### src/design/rat_pkg.sv
// Package for the range alias translation table.
// Holds the window entry type, compare result type and command codes.
// No dependencies.
package rat_pkg;

  localparam int ADDR_W  = 64;
  localparam int OFS_W   = 28;
  localparam int SIZE_W  = 29;
  localparam int CMD_W   = 2;
  localparam int OCNT_W  = 7;   // count fields on the result word

  localparam logic [CMD_W-1:0] CMD_LOOKUP = 2'd0;
  localparam logic [CMD_W-1:0] CMD_INSERT = 2'd1;
  localparam logic [CMD_W-1:0] CMD_REMOVE = 2'd2;
  localparam logic [CMD_W-1:0] CMD_CLEAR  = 2'd3;

  typedef struct packed {
    logic [ADDR_W-1:0] dest;
    logic [ADDR_W-1:0] src;
    logic [SIZE_W-1:0] size;
  } entry_t;

  typedef struct packed {
    logic              contains;  // key address falls inside the window
    logic              match;     // exact destination and size match
    logic [ADDR_W-1:0] rel;       // key address minus destination
  } cmp_res_t;

endpackage

### src/design/rat_cmp.sv
// Shared compare unit: one 64-bit subtract checked against window bounds.
// Depends on rat_pkg.
module rat_cmp (
  input  logic [rat_pkg::ADDR_W-1:0] key_addr,
  input  logic [rat_pkg::SIZE_W-1:0] key_size,
  input  rat_pkg::entry_t            ent,
  output rat_pkg::cmp_res_t          res
);
  import rat_pkg::*;

  logic [ADDR_W:0] diff;   // top bit is the borrow

  assign diff = {1'b0, key_addr} - {1'b0, ent.dest};

  always_comb begin
    res.rel      = diff[ADDR_W-1:0];
    res.contains = !diff[ADDR_W]
                   && (diff[ADDR_W-1:SIZE_W] == '0)
                   && (diff[SIZE_W-1:0] < ent.size);
    res.match    = (diff == '0) && (ent.size == key_size);
  end

endmodule

### config.mk
export PLATFORM = sky130hd
export DESIGN_NAME = rat_cmp
export DESIGN_NICKNAME = d
export VERILOG_FILES = /design/src/design/rat_pkg.sv /design/src/design/rat_cmp.sv
export SDC_FILE = /design/constraint.sdc
export NUM_CORES = 1
export LEC_CHECK = 0
export ABC_AREA = 1
export BUFFER_PORTS_ARGS = -buffer_cell sky130_fd_sc_hd__buf_2
export CORE_MARGIN = 2
export CORE_UTILIZATION = 30
export DETAILED_ROUTE_END_ITERATION = 6
export SLEW_MARGIN = 10
export SYNTH_ARGS = -nofsm -noshare
export SYNTH_HDL_FRONTEND = slang
export SYNTH_SLANG_ARGS = --single-unit
export TNS_END_PERCENT = 50
### constraint.sdc
create_clock -name vclk -period 7.3
set_clock_uncertainty 0.1 [all_clocks]
set_input_delay 0.365 -clock vclk [all_inputs]
set_output_delay 0.365 -clock vclk [all_outputs]
set_load 0.1 [all_outputs]
### Yosys cells after proc, flatten, opt, wreduce, memory -nomap -nowiden

Cells that the tools add are included.

* add/sub/neg operators: 1
* order comparisons: 1
* equality and inequality tests: 1
* reduce and logical (&&, ||, !) cells: 6

Operators with widths (number)
* $logic_not A65 Y1: 1
* $sub A64 B64 Y65: 1
* $logic_not A35 Y1: 1
* $eq A29 B29 Y1: 1
* $lt A29 B29 Y1: 1
* $logic_and A1 B1 Y1: 3
* $logic_not A1 Y1: 1

* register bits: 0
* input port bits: 250
* output and inout bits: 66
* word-level logic and storage cells: 9

### Logic depth before layout (Yosys ltp)

Gate-level depths: netlist of run 1.

* word-level depth: 4
* gate-level depth with buffers: 23
* mapped depth without buffers: 23

### Worst setup path after synthesis of run 1

Ideal clock, no wire load.

* kind: input to output
* start point: input key_addr[0] (netlist bit)
* end point: output res[65] (netlist bit)
* arrival: 5.260 ns
* required time: 6.835 ns
* slack: 1.575 ns
* cell stages on the path: 19
* buffers on the path: 0
* cells stage by stage: inv_1 ha_1 inv_1 fa_1 nand2_1 nor2_1 nand2_1 nand3_1 xor2_1 ha_1 a21oi_1 o31ai_1 a21oi_1 nor3_1 o21ai_0 o211ai_1 nand2_1 nand3_1 nor2_1

RTL lines
* start, declared: RTL line rat_cmp.sv:4 `input logic [rat_pkg::ADDR_W-1:0] key_addr,`
* end, declared: RTL line rat_cmp.sv:7 `output rat_pkg::cmp_res_t res`

==> results of run 1 <==
[metal layers]
| metal | vias up | GRT usage (%) | part of all wire, % |
|---|---|---|---|
| met5 | - | 0 | 0 |
| met4 | 0 | 4.506 | 2.3 |
| met3 | 40 | 1.793 | 7.2 |
| met2 | 360 | 40.07 | 45 |
| met1 | 4395 | 29.03 | 45 |
| li1 | 5362 | - | - |
[power groups by stage]
stage                     sequential (mW)  clock, mW  combinational [mW]
after detailed placement                0          0                1.30
after CTS                               0          0                1.30
after global routing                    0          0                1.41
after floorplan                         0          0               0.983
final                                   0          0                1.31
after global placement                  0          0                1.29
[through the flow]
| step | instance area [sq um] | util (%) | total power [mW] |
|---|---|---|---|
| after floorplan | 7707 | - | 0.9832 |
| after global placement | 9382 | 37.26 | 1.291 |
| after detailed placement | 9382 | 37.26 | 1.298 |
| after CTS | 9382 | 37.26 | 1.302 |
| after global routing | 9382 | 37.26 | 1.410 |
| final | 9382 | 37.26 | 1.307 |
[cell type report]
type,instances,share of cell area (%)
well taps,330,4.401
repair buffers,252,13.44
inverters,428,17.12
multi-input cells,1201,65.03
[cell usage in the layout, fill, tap and decap left out, types with 13 or more instances in the layout]
cell type,netlist,layout
a21oi_1,64,64
ha_1,93,93
nand4_1,17,17
nor2_2,18,18
nand2_2,28,28
o21ai_0,18,18
buf_2,0,252
nand2_1,649,649
xnor2_1,13,13
nand3_1,70,70
nor2_1,145,145
inv_1,418,418
[kinds of logic after synthesis]
group           Yosys count
compound gates          111
xor+xnor                 21
fa+ha+maj                94
buf+inv                 428
simple gates            975
[worst max-delay path by stage]
stage                 from  endpoint  slack (ps)  cells after the start
2_1_floorplan  key_addr[0]   res[65]        1570                     19
3_3_place_gp   key_addr[0]   res[65]        2910                     24
3_5_place_dp   key_addr[0]   res[65]        2840                     24
4_1_cts        key_addr[0]   res[65]        2830                     24
5_1_grt        key_addr[0]   res[65]        2480                     24
6_report       key_addr[0]   res[65]        2800                     24
[worst min-delay path: stages]
cell and delay, ps:
buf_2 90, ha_1 170, inv_1 50, buf_2 280
==> run metrics, run 1 <==
fmax=0.2220 GHz; placed insts=2211; Post-Route WL=31130 um; Synth Area in Simple Gates=53.10%; Rel. slew slack=63.07%; mux cell area share after synthesis=0%; core area=25180 sq um; num ports=316; PortBufs=252; Synth Cell Area=7707 sq um; sequential area share after synthesis=0%; Pwr per Cell Area=139.3 nW/um^2; Largest stage delay, worst path=450 ps; Iter 0 DRT Violations=619; worst hold path class=input pin to primary output; Detailed Place HPWL=28880 um; routed len/inst=14.08 um; remaining routing DRC violations=1; DRT antenna net count=0; Routability Congestion=0.9629; Net Sw Power=1.013 mW; Internal=0.2936 mW; CP max-delay cell=buf_2; first-pass GRT wire length=46970 um; All-Layer GR Usage=22.31%; Critical Path End Type=primary output; top post-synthesis cells by count=nand2_1, inv_1, nor2_1; post-route minimum period=4504 ps; FF+latch count=0; Via density=4.594; Sw Share=77.53%; hold path cells=4; first-pass detailed-route iteration total=7; fin cells=2211; Yosys cell types=36; number of diodes=0; Setup Buffers After CTS=0; Die ar.=26990 sq um; Die X=164.3 um; Startpoint Class=input pin; complex-gate fraction of the synthesized area=8.312%; leakage power total=6.387 nW; area occupied by multi-input gates=6101 sq um; Final Worst Setup Slack=2796 ps; routed via count=10160; Fin. Hold Viols=0; pin count of the biggest net entering global routing=7; Row Count=58; Final Max Tran Viols=0; Max VDD drop=0.0001180 V; CP top delay family=simple AND/OR/NAND/NOR gates; Post-Synth XOR/XNOR Area=2.386%; Tcrit/Tclk final=61.70%; area delta synth->final=21.72%; initial antenna violation count=0; Synth area leaders=nand2_1, inv_1, ha_1; largest family of logic cells by synthesized area=simple AND/OR/NAND/NOR gates; total gr overflow=0; Min-Delay Endpoint=res[0]; Ys Warns=0; chip height=164.3 um; most used cell along the critical path=nand2_1; Worst Path Max Fanout=3; WS Path Type=input pin to primary output; hold_sp=ent[93]; # fillers=2970; worst path required time=6840 ps; Max Cap Viol=0; final hold slack=1227 ps; Post-CTS Hold Buffers=0; failing checks=DRC; Mapped Cells=1629; critical path, cell by cell=buf_2, inv_1, ha_1, inv_1, fa_1, nand3_1, nand2_1, nand2_1, nand2_1, nand2_1, nand3b_2, xor2_1, inv_1, ha_1, nand2_1, nor2_1, a211oi_1, o211ai_1, nor2_1, nand2_1, nor2_1, nand3_1, nor2_1, buf_2; Worst EP arrival=4040 ps; crit path buf inv count=5; setup tns final=0 ps; register area=0 sq um; most numerous cell in the Yosys netlist=nand2_1; RSZ-0062 raised after global routing=false; status=finished, violations left; vias in the first global route=9274; NumNets Final=2227; post-cts sizing count=0; CLK BUF=0; share of the synthesized area in the top cell type=31.61%; area share of fa/ha/maj cells after synthesis=15.36%; Reg power frac=0%; Initial Util=30.61%; pre-CTS WS=2840 ps; final setup fails=0; worst-margin pin slew=552.1 ps; Yosys top cell by area=nand2_1; layout cells sized above 1=17.54%; combinational power share=100.0%; Post-Syn Nets=1973; Clk pwr share=0%; synthesized area per cell=4.731 sq um
No activity file was read; power rests on OpenSTA's default activity.
==> run 2, diff against run 1 <==
==> constraint.sdc (replaced) <==
create_clock -name vclk -period 4.7
set_clock_uncertainty 0.1 [all_clocks]
set_input_delay 0.235 -clock vclk [all_inputs]
set_output_delay 0.235 -clock vclk [all_outputs]
set_load 0.1 [all_outputs]
==> run 2 against run 1 <==
Net effect: the run now ends clean; setup slack got worse by 2300 ps; critical path depth did not move; first-iteration DRC count fell by 9.7%; flip-flop and latch count did not move; worst hold slack got worse by 260 ps; global-route usage fell by 0.14 points; combinational power rose by 55%; power rose by 55%; cell area rose by 0.29%; sequential share of layout area did not move; routed wire length barely moved; largest cell class unchanged.
==> run metrics, run 2 (synthesis gave the netlist of run 1 again) <==
Final Worst Setup Slack=490.4 ps (-2306 ps); layout cells sized above 1=17.81% (+0.27 points); Row Count=58 (unchanged); core area=25180 sq um (unchanged); final setup fails=0 (unchanged); Rel. slew slack=65.58% (+2.5 points); Sw Share=77.40% (-0.13 points); commonest non-fill, non-tap cell in the layout=nand2_1; remaining routing DRC violations=0 (-1); Iter 0 DRT Violations=559 (-9.7%); Pwr per Cell Area=215.7 nW/um^2 (+55%); initial antenna violation count=0 (unchanged); fmax=0.2376 GHz; total gr overflow=0 (unchanged); Internal=0.4586 mW (+56%); FF+latch count=0 (unchanged); WS Path Type=input pin to primary output; Worst Path Max Fanout=3 (unchanged); most frequent cells in the layout=nand2_1, inv_1, buf_2; worst-margin pin slew=510.8 ps (-41.25 ps); Setup Buffers After CTS=0 (unchanged); Fin. Hold Viols=0 (unchanged); routed via count=10080 (-0.77%); # fillers=2954 (-0.54%); Die X=164.3 um (unchanged); Max VDD drop=0.0001908 V (+62%); Detailed Place HPWL=28970 um (+0.31%); total chip power=2.029 mW (+55%); Initial Util=30.61% (unchanged); final core occ=37.36% (+0.11 points); combinational power share=100.0% (about the same); Via density=4.559 (-0.77%); routed len/inst=14.09 um (about the same); area delta synth->final=22.08%; DRT antenna net count=0 (unchanged); Reg power frac=0% (unchanged); register area=0 sq um (unchanged); Worst EP arrival=3870 ps (-170 ps); pin count of the biggest net entering global routing=7 (unchanged); status=complete, no violations; leakage power total=6.391 nW (about the same); PortBufs=252 (unchanged); CP top delay family=simple AND/OR/NAND/NOR gates; NumNets Final=2227 (unchanged); first-pass GRT wire length=46860 um (-0.22%); Post-Route WL=31150 um (about the same); Startpoint Class=input pin; Largest stage delay, worst path=440 ps (about the same); Critical Path End Type=primary output; number of diodes=0 (unchanged); worst path required time=4370 ps (-2470 ps); All-Layer GR Usage=22.18% (-0.14 points); first-pass detailed-route iteration total=5 (-2); Clk pwr share=0% (unchanged); critical path, cell by cell=buf_2, inv_1, ha_1, inv_1, fa_1, nand2_1, nor2_1, nand2_1, nand3_1, nand3_1, nand3_2, xnor2_1, inv_1, ha_1, a21oi_1, nor2_1, a211oi_1, o211ai_1, nor2_1, nand2_1, nor2_1, nand3_1, nor2_2, buf_2; most used cell along the critical path=nor2_1; Die ar.=26990 sq um (unchanged); chip height=164.3 um (unchanged); Post-CTS Hold Buffers=0 (unchanged); area occupied by multi-input gates=6128 sq um (+0.45%); crit path buf inv count=5 (unchanged); pre-CTS WS=459.3 ps (-2380 ps); worst hold path class=input pin to primary output; post-route minimum period=4210 ps; CLK BUF=0 (unchanged); Max Cap Viol=0 (unchanged); Net Sw Power=1.571 mW (+55%); RSZ-0062 raised after global routing=false; post-cts sizing count=0 (unchanged); CP max-delay cell=buf_2; Final Max Tran Viols=0 (unchanged); Routability Congestion=0.9831 (+2.1%); num ports=316 (unchanged); setup tns final=0 ps (unchanged); Tcrit/Tclk final=89.57%; vias in the first global route=9239 (-0.38%)
[run 2: worst min-delay path, cell delays in order]
cell and delay, ps:
buf_2 90, ha_1 170, inv_1 40, buf_2 280
[run 2: area by class of cell]
cell class / count / area share (%)
Tap cell: 330 / 4.388
Timing Repair Buffer: 252 / 13.40
Multi-Input combinational cell: 1201 / 65.13
Inverter: 428 / 17.07
[run 2: metrics by stage]
| stage | hold WS, ps | instance area, sq um | cells |
|---|---|---|---|
| 2_1_floorplan | 864.1 | 7735 | 1629 |
| 3_3_place_gp | 963.2 | 9409 | 2211 |
| 3_5_place_dp | 965.7 | 9409 | 2211 |
| 4_1_cts | 965.9 | 9409 | 2211 |
| 5_1_grt | 1000 | 9409 | 2211 |
| 6_report | 963.2 | 9409 | 2211 |
[run 2: power by group through the flow]
| stage | registers (mW) | logic (mW) | clock network, mW |
|---|---|---|---|
| finish | 0 | 2.03 | 0 |
| floorplan | 0 | 1.53 | 0 |
| global placement | 0 | 2.01 | 0 |
| detailed placement | 0 | 2.02 | 0 |
| CTS | 0 | 2.03 | 0 |
| global route | 0 | 2.19 | 0 |
[run 2: path summary, 6_finish.rpt]
kind                   startpoint       to  slack [ps]  depth (start not counted)
worst max-delay path  key_addr[0]  res[65]         490                         24
worst min-delay path      ent[93]   res[0]         960                          4
[run 2: per-layer routing]
| metal | vias up | global-route usage [%] | part of all wire [%] |
|---|---|---|---|
| met5 | - | 0 | 0 |
| met4 | 0 | 4.984 | 2.6 |
| met3 | 39 | 1.616 | 6.2 |
| met2 | 308 | 39.84 | 45 |
| met1 | 4366 | 28.75 | 46 |
| li1 | 5366 | - | - |
==> run 3, diff against run 2 <==
--- a/config.mk
+++ b/config.mk
@@ -10,6 +10,7 @@
 export CORE_MARGIN = 2
 export CORE_UTILIZATION = 30
 export DETAILED_ROUTE_END_ITERATION = 6
+export RECOVER_POWER = 25
 export SLEW_MARGIN = 10
 export SYNTH_ARGS = -nofsm -noshare
 export SYNTH_HDL_FRONTEND = slang
==> run 3 against run 2 <==
Net effect: maximum frequency shrank 0.11%; sequential share of layout area is the same; worst hold slack gained 150 ps; global-route usage is the same; combinational power is essentially flat; critical path depth is the same; first-iteration DRC count shrank 0.72%; critical path type unchanged; flip-flop and latch count is the same; final cell count is the same; largest power group unchanged; critical endpoint unchanged.
==> run metrics, run 3 (synthesis gave the netlist of run 1 again) <==
status=complete, no violations; # fillers=2961 (+0.24%); post-cts sizing count=0 (unchanged); core area=25180 sq um (unchanged); first-pass detailed-route iteration total=6 (+1); routed len/inst=14.11 um (+0.18%); post-route minimum period=4214 ps (+4.524 ps); Final Worst Setup Slack=485.9 ps (-4.524 ps); chip height=164.3 um (unchanged); Post-Route WL=31210 um (+0.18%); CLK BUF=0 (unchanged); Post-CTS Hold Buffers=0 (unchanged); Initial Util=30.61% (unchanged); Pwr per Cell Area=215.5 nW/um^2 (about the same); RSZ-0062 raised after global routing=false; remaining routing DRC violations=0 (unchanged); num ports=316 (unchanged); total gr overflow=0 (unchanged); Rel. slew slack=19.18% (-46 points); initial antenna violation count=0 (unchanged); most frequent cells in the layout=nand2_1, inv_1, buf_2; Max VDD drop=0.0001909 V (about the same); Via density=4.565 (+0.15%); setup tns final=0 ps (unchanged); Worst Path Max Fanout=3 (unchanged); Iter 0 DRT Violations=555 (-0.72%); Critical Path End Type=primary output; Max Cap Viol=0 (unchanged); PortBufs=252 (unchanged); routed via count=10090 (+0.15%); Routability Congestion=0.9831 (unchanged); worst hold path class=input pin to primary output; WS Path Type=input pin to primary output; number of diodes=0 (unchanged); Tcrit/Tclk final=89.66% (+0.096 points); Die ar.=26990 sq um (unchanged); first-pass GRT wire length=46860 um (unchanged); register area=0 sq um (unchanged); area delta synth->final=21.82%; combinational power share=100.0% (about the same); Startpoint Class=input pin; layout cells sized above 1=16.96% (-0.85 points); Sw Share=77.70% (+0.30 points); leakage power total=6.346 nW (-0.70%); Internal=0.4513 mW (-1.6%); Net Sw Power=1.572 mW (about the same); All-Layer GR Usage=22.18% (unchanged); Fin. Hold Viols=0 (unchanged); vias in the first global route=9239 (unchanged); Die X=164.3 um (unchanged); Reg power frac=0% (unchanged); Row Count=58 (unchanged); FF+latch count=0 (unchanged); final setup fails=0 (unchanged); DRT antenna net count=0 (unchanged); fmax=0.2373 GHz (-0.11%); Detailed Place HPWL=28970 um (unchanged); Final Max Tran Viols=0 (unchanged); NumNets Final=2227 (unchanged); pin count of the biggest net entering global routing=7 (unchanged); worst-margin pin slew=1218 ps (+706.7 ps); final hold slack=1115 ps (+151.3 ps); Worst EP arrival=3880 ps (about the same); Setup Buffers After CTS=0 (unchanged); pre-CTS WS=459.3 ps (unchanged); worst path required time=4370 ps (about the same); Clk pwr share=0% (unchanged); commonest non-fill, non-tap cell in the layout=nand2_1
## run 3: worst paths after layout
check    startpoint       to  cells past startpoint
max     key_addr[0]  res[65]                     24
min    key_addr[35]  res[35]                      6
## run 3: final cells by class
cell class	count	area (sq um)	area share, %
multi-input combinational	1201	6128	65.27
inverter	428	1607	17.11
tap	330	412.9	4.398
timing repair buffer	252	1241	13.22
## run 3: metrics by stage
stage | std cells | util, % | cell area [sq um] | power [mW]
2_1_floorplan | 1629 | - | 7735 | 1.532
3_3_place_gp | 2211 | 37.36 | 9409 | 2.008
3_5_place_dp | 2211 | 37.36 | 9409 | 2.019
4_1_cts | 2211 | 37.36 | 9409 | 2.025
5_1_grt | 2211 | 37.29 | 9389 | 2.182
6_report | 2211 | 37.29 | 9389 | 2.023
## run 3: power by group through the flow
| stage | registers, mW | logic (mW) | clock network (mW) |
|---|---|---|---|
| floorplan | 0 | 1.53 | 0 |
| global placement | 0 | 2.01 | 0 |
| detailed placement | 0 | 2.02 | 0 |
| CTS | 0 | 2.03 | 0 |
| global route | 0 | 2.18 | 0 |
| finish | 0 | 2.02 | 0 |
## run 3: worst max-delay path, stage by stage
cell	delay [ps]
buf_2	90
inv_1	70
ha_1	150
inv_1	50
fa_1	400
nand2_1	100
nor2_1	70
nand2_1	60
nand3_1	190
nand3_1	150
nand3_2	150
xnor2_1	320
inv_1	100
ha_1	300
a21oi_1	140
nor2_1	60
a211oi_1	220
o211ai_1	120
nor2_1	110
nand2_1	70
nor2_1	100
nand3_1	90
nor2_2	70
buf_2	440
## run 3: per-layer routing
metal | global-route usage (%) | share of wire (%) | up-vias
met4 | 4.984 | 2.5 | 0
met5 | 0 | 0 | -
li1 | - | - | 5364
met2 | 39.84 | 45 | 320
met1 | 28.75 | 46 | 4371
met3 | 1.616 | 6.5 | 39
